### config.mk
export PLATFORM = sky130hd
export DESIGN_NAME = callback_timer_table_unit
export DESIGN_NICKNAME = d
export VERILOG_FILES = /design/src/rtl/core/cbt_pkg.sv /design/src/rtl/core/cbt_front.sv /design/src/rtl/core/cbt_back.sv /design/src/rtl/core/callback_timer_table_unit.sv
export SDC_FILE = /design/constraint.sdc
export NUM_CORES = 2
export LEC_CHECK = 0
export BUFFER_PORTS_ARGS = -buffer_cell sky130_fd_sc_hd__buf_2
export CAP_MARGIN = 40
export CORE_AREA = 4 4 500 304
export CTS_BUF_LIST = sky130_fd_sc_hd__clkbuf_4
export CTS_CLUSTER_SIZE = 12
export DETAILED_ROUTE_END_ITERATION = 10
export DIE_AREA = 0 0 504 308
export PLACE_DENSITY = 0.69
export SETUP_SLACK_MARGIN = 0.05
export SYNTH_ARGS = -nofsm -noshare
export SYNTH_HDL_FRONTEND = slang
export SYNTH_HIERARCHICAL = 1
export SYNTH_SLANG_ARGS = --single-unit
### constraint.sdc
create_clock -name clk -period 8.8 [get_ports clk]
set_input_delay 1.76 -clock clk [delete_from_list [all_inputs] [get_ports clk]]
set_output_delay 1.76 -clock clk [all_outputs]
set_load 0.005 [all_outputs]
### src/rtl/core/cbt_pkg.sv
// Package for the callback timer table: beat layouts, command kinds, the
// front-to-back command type and default sizes. No dependencies.
`timescale 1ns / 1ps

package cbt_pkg;

	// Fixed field widths of the stream beats.
	localparam int IN_HANDLE_W   = 16;
	localparam int IN_TICKS_W    = 24;
	localparam int IN_CONTEXT_W  = 32;
	localparam int KIND_W        = 2;
	localparam int IN_TDATA_W    = IN_HANDLE_W + IN_TICKS_W + IN_CONTEXT_W;
	localparam int OUT_HANDLE_W  = 16;
	localparam int OUT_CONTEXT_W = 32;
	localparam int OUT_TDATA_W   = OUT_HANDLE_W + OUT_CONTEXT_W;

	// Defaults for the table geometry.
	localparam int DEF_NUM_SLOTS    = 16;
	localparam int DEF_COUNT_BITS   = 24;
	localparam int DEF_HANDLE_BITS  = 16;
	localparam int DEF_CONTEXT_BITS = 32;

	// Command queue between the front and the back.
	localparam int QUEUE_DEPTH = 4;
	localparam int QPTR_W      = $clog2(QUEUE_DEPTH);

	typedef enum logic [KIND_W-1:0] {
		KIND_TICK   = 2'd0,
		KIND_ADD    = 2'd1,
		KIND_REMOVE = 2'd2,
		KIND_CLEAR  = 2'd3
	} cbt_kind_t;

	// skip marks an add or remove whose handle is zero: it changes nothing.
	typedef struct packed {
		cbt_kind_t kind;
		logic      skip;
	} cbt_cmd_t;

	typedef enum logic [1:0] {
		ST_IDLE,
		ST_SCAN,
		ST_FINISH
	} cbt_state_t;

endpackage

### src/rtl/core/cbt_front.sv
// Front of the callback timer table: takes input beats, trims and saturates
// the fields to the table widths and queues the commands. Depends on cbt_pkg.
`timescale 1ns / 1ps

module cbt_front #(
	parameter int COUNT_BITS   = cbt_pkg::DEF_COUNT_BITS,
	parameter int HANDLE_BITS  = cbt_pkg::DEF_HANDLE_BITS,
	parameter int CONTEXT_BITS = cbt_pkg::DEF_CONTEXT_BITS
) (
	input  logic                          clk,
	input  logic                          arst_n,
	input  logic                          in_valid,
	output logic                          in_ready,
	input  logic [cbt_pkg::IN_TDATA_W-1:0] in_data,
	input  logic [cbt_pkg::KIND_W-1:0]     in_kind,
	output logic                          q_valid,
	input  logic                          q_pop,
	output cbt_pkg::cbt_cmd_t             q_cmd,
	output logic [HANDLE_BITS-1:0]        q_handle,
	output logic [COUNT_BITS-1:0]         q_count,
	output logic [CONTEXT_BITS-1:0]       q_context
);
	import cbt_pkg::*;

	logic [IN_HANDLE_W-1:0]               raw_handle;
	logic [IN_TICKS_W-1:0]                raw_ticks;
	logic [IN_CONTEXT_W-1:0]              raw_context;
	logic [HANDLE_BITS+IN_HANDLE_W-1:0]   handle_ext;
	logic [COUNT_BITS+IN_TICKS_W-1:0]     ticks_ext;
	logic [CONTEXT_BITS+IN_CONTEXT_W-1:0] context_ext;
	logic [HANDLE_BITS-1:0]               new_handle;
	logic [COUNT_BITS-1:0]                new_count;
	logic [CONTEXT_BITS-1:0]              new_context;
	cbt_cmd_t                             new_cmd;

	cbt_cmd_t                  cmd_q     [QUEUE_DEPTH];
	logic [HANDLE_BITS-1:0]    handle_q  [QUEUE_DEPTH];
	logic [COUNT_BITS-1:0]     count_q   [QUEUE_DEPTH];
	logic [CONTEXT_BITS-1:0]   context_q [QUEUE_DEPTH];
	logic [QPTR_W-1:0]         wr_ptr_q;
	logic [QPTR_W-1:0]         rd_ptr_q;
	logic [QPTR_W:0]           fill_q;
	logic                      push;

	assign raw_handle  = in_data[IN_HANDLE_W-1:0];
	assign raw_ticks   = in_data[IN_HANDLE_W+IN_TICKS_W-1:IN_HANDLE_W];
	assign raw_context = in_data[IN_TDATA_W-1:IN_HANDLE_W+IN_TICKS_W];

	// Zero-extend first so the low part-select works for any table width.
	assign handle_ext  = {{HANDLE_BITS{1'b0}}, raw_handle};
	assign ticks_ext   = {{COUNT_BITS{1'b0}}, raw_ticks};
	assign context_ext = {{CONTEXT_BITS{1'b0}}, raw_context};
	assign new_handle  = handle_ext[HANDLE_BITS-1:0];
	assign new_context = context_ext[CONTEXT_BITS-1:0];

	// A countdown beyond the count range pins at the largest count.
	always_comb begin
		if (ticks_ext[COUNT_BITS+IN_TICKS_W-1:COUNT_BITS] != '0) begin
			new_count = '1;
		end else begin
			new_count = ticks_ext[COUNT_BITS-1:0];
		end
	end

	always_comb begin
		new_cmd.kind = cbt_kind_t'(in_kind);
		new_cmd.skip = 1'b0;
		unique case (new_cmd.kind)
			KIND_ADD, KIND_REMOVE: new_cmd.skip = (new_handle == '0);
			KIND_TICK, KIND_CLEAR: new_cmd.skip = 1'b0;
			default:               new_cmd.skip = 1'b0;
		endcase
	end

	assign in_ready  = (fill_q != (QPTR_W+1)'(QUEUE_DEPTH));
	assign push      = in_valid && in_ready;
	assign q_valid   = (fill_q != '0);
	assign q_cmd     = cmd_q[rd_ptr_q];
	assign q_handle  = handle_q[rd_ptr_q];
	assign q_count   = count_q[rd_ptr_q];
	assign q_context = context_q[rd_ptr_q];

	always_ff @(posedge clk or negedge arst_n) begin
		if (!arst_n) begin
			wr_ptr_q <= '0;
			rd_ptr_q <= '0;
			fill_q   <= '0;
		end else begin
			if (push) begin
				wr_ptr_q <= wr_ptr_q + QPTR_W'(1);
			end
			if (q_pop && q_valid) begin
				rd_ptr_q <= rd_ptr_q + QPTR_W'(1);
			end
			unique case ({push, q_pop && q_valid})
				2'b10:   fill_q <= fill_q + (QPTR_W+1)'(1);
				2'b01:   fill_q <= fill_q - (QPTR_W+1)'(1);
				default: fill_q <= fill_q;
			endcase
		end
	end

	always_ff @(posedge clk) begin
		if (push) begin
			cmd_q[wr_ptr_q]     <= new_cmd;
			handle_q[wr_ptr_q]  <= new_handle;
			count_q[wr_ptr_q]   <= new_count;
			context_q[wr_ptr_q] <= new_context;
		end
	end

endmodule

### src/rtl/core/cbt_back.sv
// Back of the callback timer table: holds the slot table and walks it one
// slot per cycle, waiting while the output stalls, for each queued command that is not skipped. Depends on cbt_pkg.
`timescale 1ns / 1ps

module cbt_back #(
	parameter int NUM_SLOTS    = cbt_pkg::DEF_NUM_SLOTS,
	parameter int COUNT_BITS   = cbt_pkg::DEF_COUNT_BITS,
	parameter int HANDLE_BITS  = cbt_pkg::DEF_HANDLE_BITS,
	parameter int CONTEXT_BITS = cbt_pkg::DEF_CONTEXT_BITS
) (
	input  logic                             clk,
	input  logic                             arst_n,
	input  logic                             q_valid,
	output logic                             q_pop,
	input  cbt_pkg::cbt_cmd_t                q_cmd,
	input  logic [HANDLE_BITS-1:0]           q_handle,
	input  logic [COUNT_BITS-1:0]            q_count,
	input  logic [CONTEXT_BITS-1:0]          q_context,
	output logic                             out_valid,
	input  logic                             out_ready,
	output logic [cbt_pkg::OUT_TDATA_W-1:0]  out_data,
	output logic                             out_last
);
	import cbt_pkg::*;

	localparam int SLOT_IW = (NUM_SLOTS > 1) ? $clog2(NUM_SLOTS) : 1;

	logic [HANDLE_BITS-1:0]  slot_handle_q  [NUM_SLOTS];
	logic [COUNT_BITS-1:0]   slot_count_q   [NUM_SLOTS];
	logic [CONTEXT_BITS-1:0] slot_context_q [NUM_SLOTS];

	cbt_state_t              state_q, state_d;
	cbt_cmd_t                cmd_q;
	logic [HANDLE_BITS-1:0]  cmd_handle_q;
	logic [COUNT_BITS-1:0]   cmd_count_q;
	logic [CONTEXT_BITS-1:0] cmd_context_q;
	logic [SLOT_IW-1:0]      idx_q;
	logic                    found_q;
	logic [SLOT_IW-1:0]      found_idx_q;
	logic                    empty_q;
	logic [SLOT_IW-1:0]      empty_idx_q;

	logic                    pend_valid_q;
	logic [HANDLE_BITS-1:0]  pend_handle_q;
	logic [CONTEXT_BITS-1:0] pend_context_q;
	logic                    out_valid_q;
	logic                    out_last_q;
	logic [HANDLE_BITS-1:0]  out_handle_q;
	logic [CONTEXT_BITS-1:0] out_context_q;

	logic [HANDLE_BITS-1:0]  cur_handle;
	logic [COUNT_BITS-1:0]   cur_count;
	logic [CONTEXT_BITS-1:0] cur_context;
	logic                    hit;
	logic                    expire;
	logic                    last_slot;
	logic                    out_free;

	logic                    step;
	logic                    done;
	logic                    wr_h_en;
	logic                    wr_cc_en;
	logic [SLOT_IW-1:0]      wr_idx;
	logic [HANDLE_BITS-1:0]  wr_handle;
	logic [COUNT_BITS-1:0]   wr_count;
	logic [CONTEXT_BITS-1:0] wr_context;
	logic                    pend_load;
	logic                    pend_flush;
	logic                    out_load;
	logic                    out_load_last;

	logic [HANDLE_BITS+OUT_HANDLE_W-1:0]   handle_ext;
	logic [CONTEXT_BITS+OUT_CONTEXT_W-1:0] context_ext;

	assign cur_handle  = slot_handle_q[idx_q];
	assign cur_count   = slot_count_q[idx_q];
	assign cur_context = slot_context_q[idx_q];
	assign hit         = (cur_handle == cmd_handle_q);
	assign expire      = (cur_count == '0) && (cur_handle != '0);
	assign last_slot   = (idx_q == SLOT_IW'(NUM_SLOTS - 1));
	assign out_free    = !out_valid_q || out_ready;
	assign q_pop       = (state_q == ST_IDLE) && q_valid;

	always_comb begin
		state_d = state_q;
		unique case (state_q)
			ST_IDLE:   if (q_valid && !q_cmd.skip) state_d = ST_SCAN;
			ST_SCAN:   if (step && last_slot) state_d = ST_FINISH;
			ST_FINISH: if (done) state_d = ST_IDLE;
			default:   state_d = ST_IDLE;
		endcase
	end

	always_comb begin
		step          = 1'b0;
		done          = 1'b0;
		wr_h_en       = 1'b0;
		wr_cc_en      = 1'b0;
		wr_idx        = idx_q;
		wr_handle     = '0;
		wr_count      = '0;
		wr_context    = '0;
		pend_load     = 1'b0;
		pend_flush    = 1'b0;
		out_load      = 1'b0;
		out_load_last = 1'b0;
		unique case (state_q)
			ST_SCAN: begin
				unique case (cmd_q.kind)
					KIND_TICK: begin
						if (expire) begin
							// The held expiry moves out with last low before
							// this one takes its place.
							if (!pend_valid_q || out_free) begin
								step      = 1'b1;
								wr_h_en   = 1'b1;
								pend_load = 1'b1;
								out_load  = pend_valid_q;
							end
						end else begin
							step = 1'b1;
							if (cur_count != '0) begin
								wr_cc_en   = 1'b1;
								wr_count   = cur_count - COUNT_BITS'(1);
								wr_context = cur_context;
							end
						end
					end
					KIND_ADD: begin
						step = 1'b1;
					end
					KIND_REMOVE: begin
						step = 1'b1;
						if (hit && !found_q) begin
							wr_h_en  = 1'b1;
							wr_cc_en = 1'b1;
						end
					end
					KIND_CLEAR: begin
						step     = 1'b1;
						wr_h_en  = 1'b1;
						wr_cc_en = 1'b1;
					end
					default: step = 1'b1;
				endcase
			end
			ST_FINISH: begin
				unique case (cmd_q.kind)
					KIND_TICK: begin
						if (!pend_valid_q) begin
							done = 1'b1;
						end else if (out_free) begin
							done          = 1'b1;
							out_load      = 1'b1;
							out_load_last = 1'b1;
							pend_flush    = 1'b1;
						end
					end
					KIND_ADD: begin
						done       = 1'b1;
						wr_count   = cmd_count_q;
						wr_context = cmd_context_q;
						wr_handle  = cmd_handle_q;
						if (found_q) begin
							wr_idx   = found_idx_q;
							wr_cc_en = 1'b1;
						end else if (empty_q) begin
							wr_idx   = empty_idx_q;
							wr_h_en  = 1'b1;
							wr_cc_en = 1'b1;
						end
					end
					KIND_REMOVE, KIND_CLEAR: done = 1'b1;
					default:                 done = 1'b1;
				endcase
			end
			ST_IDLE: begin
			end
			default: begin
			end
		endcase
	end

	always_ff @(posedge clk or negedge arst_n) begin
		if (!arst_n) begin
			state_q      <= ST_IDLE;
			idx_q        <= '0;
			found_q      <= 1'b0;
			empty_q      <= 1'b0;
			pend_valid_q <= 1'b0;
			out_valid_q  <= 1'b0;
			for (int s = 0; s < NUM_SLOTS; s++) begin
				slot_handle_q[s] <= '0;
			end
		end else begin
			state_q <= state_d;
			if (q_pop) begin
				idx_q   <= '0;
				found_q <= 1'b0;
				empty_q <= 1'b0;
			end else if (step) begin
				idx_q <= last_slot ? '0 : idx_q + SLOT_IW'(1);
				if (hit && !found_q && (cmd_q.kind == KIND_ADD || cmd_q.kind == KIND_REMOVE)) begin
					found_q <= 1'b1;
				end
				if (cur_handle == '0 && !empty_q && cmd_q.kind == KIND_ADD) begin
					empty_q <= 1'b1;
				end
			end
			if (pend_load) begin
				pend_valid_q <= 1'b1;
			end else if (pend_flush) begin
				pend_valid_q <= 1'b0;
			end
			if (out_load) begin
				out_valid_q <= 1'b1;
			end else if (out_ready) begin
				out_valid_q <= 1'b0;
			end
			if (wr_h_en) begin
				slot_handle_q[wr_idx] <= wr_handle;
			end
		end
	end

	always_ff @(posedge clk) begin
		if (q_pop) begin
			cmd_q         <= q_cmd;
			cmd_handle_q  <= q_handle;
			cmd_count_q   <= q_count;
			cmd_context_q <= q_context;
		end
		if (step && !found_q && hit) begin
			found_idx_q <= idx_q;
		end
		if (step && !empty_q && cur_handle == '0) begin
			empty_idx_q <= idx_q;
		end
		if (wr_cc_en) begin
			slot_count_q[wr_idx]   <= wr_count;
			slot_context_q[wr_idx] <= wr_context;
		end
		if (pend_load) begin
			pend_handle_q  <= cur_handle;
			pend_context_q <= cur_context;
		end
		if (out_load) begin
			out_handle_q  <= pend_handle_q;
			out_context_q <= pend_context_q;
			out_last_q    <= out_load_last;
		end
	end

	assign handle_ext  = {{OUT_HANDLE_W{1'b0}}, out_handle_q};
	assign context_ext = {{OUT_CONTEXT_W{1'b0}}, out_context_q};
	assign out_valid   = out_valid_q;
	assign out_last    = out_last_q;
	assign out_data    = {context_ext[OUT_CONTEXT_W-1:0], handle_ext[OUT_HANDLE_W-1:0]};

endmodule

### src/rtl/core/callback_timer_table_unit.sv
// Top level of the callback timer table: a front that queues commands and a
// back that scans the slot table. Depends on cbt_pkg, cbt_front and cbt_back.
`timescale 1ns / 1ps

// A table of one-shot software timers. Each beat on the s_axis channel is a
// command: tuser selects tick, add or reload, remove, or clear all, and tdata
// carries the handle, the countdown and the context word. Every tick beat
// produces one m_axis beat for each timer that runs out on it, in slot order,
// with tlast high on the final one; a tick with no expiry produces nothing,
// and the other commands never produce beats.
//
// Commands enter a four-deep queue, so s_axis keeps accepting while the table
// is busy. The back takes each command from the queue, walks every slot and
// then finishes. Add and remove with a zero handle leave the queue and skip
// the walk. Output stalls during a tick add to its time. The slot walk sets
// the sustained rate.
//
// Expired timers are held one deep inside the walk and then leave through an
// output register. When the receiver holds m_axis tready low, the walk waits
// at the next expiring slot and the queue fills; nothing is lost. Reset
// empties the table and the queue at once, with no clearing pass.
module callback_timer_table_unit #(
	parameter int NUM_SLOTS    = cbt_pkg::DEF_NUM_SLOTS,
	parameter int COUNT_BITS   = cbt_pkg::DEF_COUNT_BITS,
	parameter int HANDLE_BITS  = cbt_pkg::DEF_HANDLE_BITS,
	parameter int CONTEXT_BITS = cbt_pkg::DEF_CONTEXT_BITS
) (
	input  logic                            clk,
	input  logic                            arst_n,
	input  logic                            s_axis_tvalid,
	output logic                            s_axis_tready,
	// tdata, low bit first: handle[15:0], ticks[39:16], context_req[71:40]
	input  logic [cbt_pkg::IN_TDATA_W-1:0]  s_axis_tdata,
	// tuser: kind[1:0]
	input  logic [cbt_pkg::KIND_W-1:0]      s_axis_tuser,
	output logic                            m_axis_tvalid,
	input  logic                            m_axis_tready,
	// tdata, low bit first: expired_handle[15:0], expired_context[47:16]
	output logic [cbt_pkg::OUT_TDATA_W-1:0] m_axis_tdata,
	output logic                            m_axis_tlast
);
	import cbt_pkg::*;

	// Command queue between the front and the back.
	logic                    q_valid;
	logic                    q_pop;
	cbt_cmd_t                q_cmd;
	logic [HANDLE_BITS-1:0]  q_handle;
	logic [COUNT_BITS-1:0]   q_count;
	logic [CONTEXT_BITS-1:0] q_context;

	// The front trims the handle and context to the table widths, pins
	// oversized counts at the maximum and flags adds and removes of handle
	// zero so the back can drop them without a scan.
	cbt_front #(
		.COUNT_BITS   (COUNT_BITS),
		.HANDLE_BITS  (HANDLE_BITS),
		.CONTEXT_BITS (CONTEXT_BITS)
	) u_front (
		.clk       (clk),
		.arst_n    (arst_n),
		.in_valid  (s_axis_tvalid),
		.in_ready  (s_axis_tready),
		.in_data   (s_axis_tdata),
		.in_kind   (s_axis_tuser),
		.q_valid   (q_valid),
		.q_pop     (q_pop),
		.q_cmd     (q_cmd),
		.q_handle  (q_handle),
		.q_count   (q_count),
		.q_context (q_context)
	);

	// The back owns the slot table. An add records the first matching and
	// the first empty slot during its walk and writes once at the end, so a
	// reload always wins over claiming a free slot.
	cbt_back #(
		.NUM_SLOTS    (NUM_SLOTS),
		.COUNT_BITS   (COUNT_BITS),
		.HANDLE_BITS  (HANDLE_BITS),
		.CONTEXT_BITS (CONTEXT_BITS)
	) u_back (
		.clk       (clk),
		.arst_n    (arst_n),
		.q_valid   (q_valid),
		.q_pop     (q_pop),
		.q_cmd     (q_cmd),
		.q_handle  (q_handle),
		.q_count   (q_count),
		.q_context (q_context),
		.out_valid (m_axis_tvalid),
		.out_ready (m_axis_tready),
		.out_data  (m_axis_tdata),
		.out_last  (m_axis_tlast)
	);

endmodule
==> flow_summary.ini <==
[routing]
drc = 0
vias = 33600
wl_per_cell_um = 26.8
drtPass1Iterations = 5
wl_met1_mm = 71.4
highest_layer = met5
drt_wl_total_mm = 157
route.met3.wl_mm = 17.1
vias_per_cell = 5.76
ant_nets = 0
dr_wl_met2_mm = 65.4
drt_iter0_drc = 3585

[critical_path]
cpLargestDelayFamily = buffers and inverters
critPathMaxStageDelay_ns = 0.94
crit_type = flop to flop
required_ns = 9.63
worst-path-buf-inv = 3
crit_chain = buf_4, mux4_2, mux4_2, inv_1, ha_1, and3_1, nand4b_4, a2111oi_2, a21oi_1, nor3_2, buf_4
slowest_stage = dfrtp_4
start_kind = flop
path_max_fanout = 41
arrival_ns = 6.89
critPathCaptureType = flop

[placed_design]
dp.cells = 5143
dpl_cell_area_um2 = 69600
dp_hpwl_mm = 94.7
numPortBuffers = 128
gp_congestion = 0.839

[clocking]
cts_sinks = 1648
ctsResizeCount = 0
postCtsSetupBuffers = 0
cts-root-buf = clkbuf_4
cts.htree.levels = 5
clk_latency_ns = 1.28
hold_buffers = 0
cts.path.max_buffers = 4
clk_pin_slew_ns = 0.07
cts_buffers = 397
cts_tree = built

[floorplanning]
core.rowCount = 109
io_pins = 129
die_area_um2 = 155000
die_w_um = 504
start_util = 0.449
die_height_um = 308
core_um2 = 147000

[synth]
syn-num-nets = 3222
ys_warn_count = 6
synth_area_um2 = 66000
async_flop_share = 0.166
postSynthAreaPerCell_um2 = 21.1
synthCells = 3128
synth-edff-count = 1375
ys.flop_type = edfxtp_1
yosysSeqAreaShare = 0.729
synthDistinctLibCells = 92
ys_ff_latch = 1648

[finish]
drive_above_1_share = 0.407
seqCellArea_um2 = 48100
post-route-cell-area_um2 = 74600
layout.cells.non_filler = 5844
synthToLayoutAreaGrowth_pct = 13.0
final_cell_mix = edfxtp_1, clkbuf_4, mux4_2
final_common_cell = edfxtp_1
fin_nets = 3704
filler_cell_count = 11600
fin_util = 0.508
multi_input_area_um2 = 16800

[global_routing]
antenna_found_initial = 9
grt_overflow_total = 0
grt_pass1_vias = 34200
grt_start_max_net_pins = 182
gr-usage-all-layers = 0.201
grt_pass1_wl_mm = 232

[hold_path]
hold_class = flop to flop

[timing]
setup_viol = 0
tns_ns = 0
finalCritPeriodShare = 0.688
slew_viol_final = 0
hold_viol_final = 0
max_freq_mhz = 165
worst_pin_slew_ns = 1.07
finalCriticalPeriod_ns = 6.05
rsz0062_at_grt = false
holdWs_ns = 0.410
slew_headroom = 0.285
worst_clock_skew_ns = 0.106

[outcome]
outcome = completed

[pwr]
ir_worst_vdd_mv = 0.259
total_leakage_power_uw = 0.0262
power_density_nw_per_um2 = 269

[job]
maxCapViolations = 0
==> state kept, by name, summed over array words and instances (netlist names), 4 cells and up <==
| name | cells |
|---|---|
| u_back/cmd_context_q | 32 |
| u_back/cmd_count_q | 24 |
| u_back/cmd_handle_q | 16 |
| u_back/empty_idx_q | 4 |
| u_back/found_idx_q | 4 |
| u_back/idx_q | 4 |
| u_back/out_context_q | 32 |
| u_back/out_handle_q | 16 |
| u_back/pend_context_q | 32 |
| u_back/pend_handle_q | 16 |
| u_back/slot_context_q | 512 |
| u_back/slot_count_q | 384 |
| u_back/slot_handle_q | 256 |
| u_front/cmd_q | 12 |
| u_front/context_q | 128 |
| u_front/count_q | 96 |
| u_front/handle_q | 64 |
==> worst paths after layout <==
kind                                                 from                        to  slack [ns]  depth (start not counted)
max in group asynchronous                          arst_n  u_back/slot_handle_q[45]        6.68                          2
min in group asynchronous                          arst_n       u_front/wr_ptr_q[0]        0.51                          1
worst min-delay path            u_back/pend_context_q[12]  u_back/out_context_q[12]        0.41                          0
worst max register to register            u_back/idx_q[0]  u_back/out_context_q[11]        2.75                         11
worst max-delay path                      u_back/idx_q[0]  u_back/out_context_q[11]        2.75                         11
worst min register to register  u_back/pend_context_q[12]  u_back/out_context_q[12]        0.41                          0
==> synthesized netlist by cell type, types with 5 or more instances <==
cell type | count | area (um2)
nand2_1 | 74 | 278
clkbuf_1 | 71 | 267
and3_1 | 21 | 131
nor2_1 | 63 | 236
a21oi_1 | 19 | 95.1
edfxtp_1 | 1375 | 41300
o21ai_0 | 15 | 75.1
a31oi_4 | 16 | 340
nor3_1 | 8 | 40.0
nand2b_1 | 5 | 31.3
buf_2 | 22 | 110
buf_12 | 15 | 300
buf_4 | 13 | 97.6
a22oi_1 | 92 | 691
o21ai_1 | 5 | 25.0
a22o_1 | 11 | 96.3
mux2_2 | 161 | 1810
buf_1 | 22 | 82.6
mux4_2 | 365 | 8220
a21o_1 | 6 | 45.0
a31oi_1 | 6 | 37.5
nand3_1 | 9 | 45.0
dfrtp_1 | 273 | 6830
and2_1 | 8 | 50.1
a211oi_1 | 5 | 37.5
inv_1 | 21 | 78.8
buf_6 | 25 | 282
ha_1 | 15 | 188
xor2_1 | 27 | 236
nor4_1 | 7 | 43.8
xnor2_1 | 18 | 158
nor2b_1 | 50 | 313
a221oi_1 | 5 | 43.8
mux2i_1 | 86 | 861
mux2_4 | 101 | 1520
==> final cells by class <==
class                           instances  area share
Inverter                               23     0.00122
Antenna cell                            7    0.000235
Timing Repair Buffer                  254      0.0299
Tap cell                             1942      0.0326
Clock buffer                          604      0.0608
Clock inverter                         80     0.00460
Sequential cell                      1648       0.646
Multi-Input combinational cell       1286       0.225
==> logic make-up after synthesis <==
group,count (synthesis),synth area share
buffers and inverters,194,0.0192
multiplexers,721,0.191
adder cells (fa/ha/maj),16,0.00315
flip-flops,1648,0.729
AO/OA/AOI/OAI,223,0.0288
XOR/XNOR,45,0.00597
AND/OR/NAND/NOR,281,0.0234
==> stage by stage <==
stage / worst slack, ns / total power, uW
finish: 2.75 / 20000
global route: 2.48 / 21000
CTS: 2.69 / 20200
detailed placement: 2.76 / 14200
global placement: 2.57 / 14000
floorplan: 1.39 / 12700
==> where the power goes <==
group	internal (uW)	switching [uW]	leakage [uW]	total, uW
sequential	9430	549	0.0166	9980
combinational	1710	2320	0.00668	4030
clock	3140	2890	0.00296	6030
==> routing by layer <==
layer,track usage,up-vias
met5,0,-
met4,0.0603,2
met3,0.0655,224
met2,0.271,1706
met1,0.311,17700
li1,-,14000
==> worst register-to-register path, cell delays in order (launching register included) <==
cell and delay [ns]:
dfrtp_4 0.94, buf_4 0.77, mux4_2 0.66, mux4_2 0.50
inv_1 0.13, ha_1 0.23, and3_1 0.22, nand4b_4 0.15
a2111oi_2 0.92, a21oi_1 0.22, nor3_2 0.25, buf_4 0.56
Power figures use the tool's default switching activity.
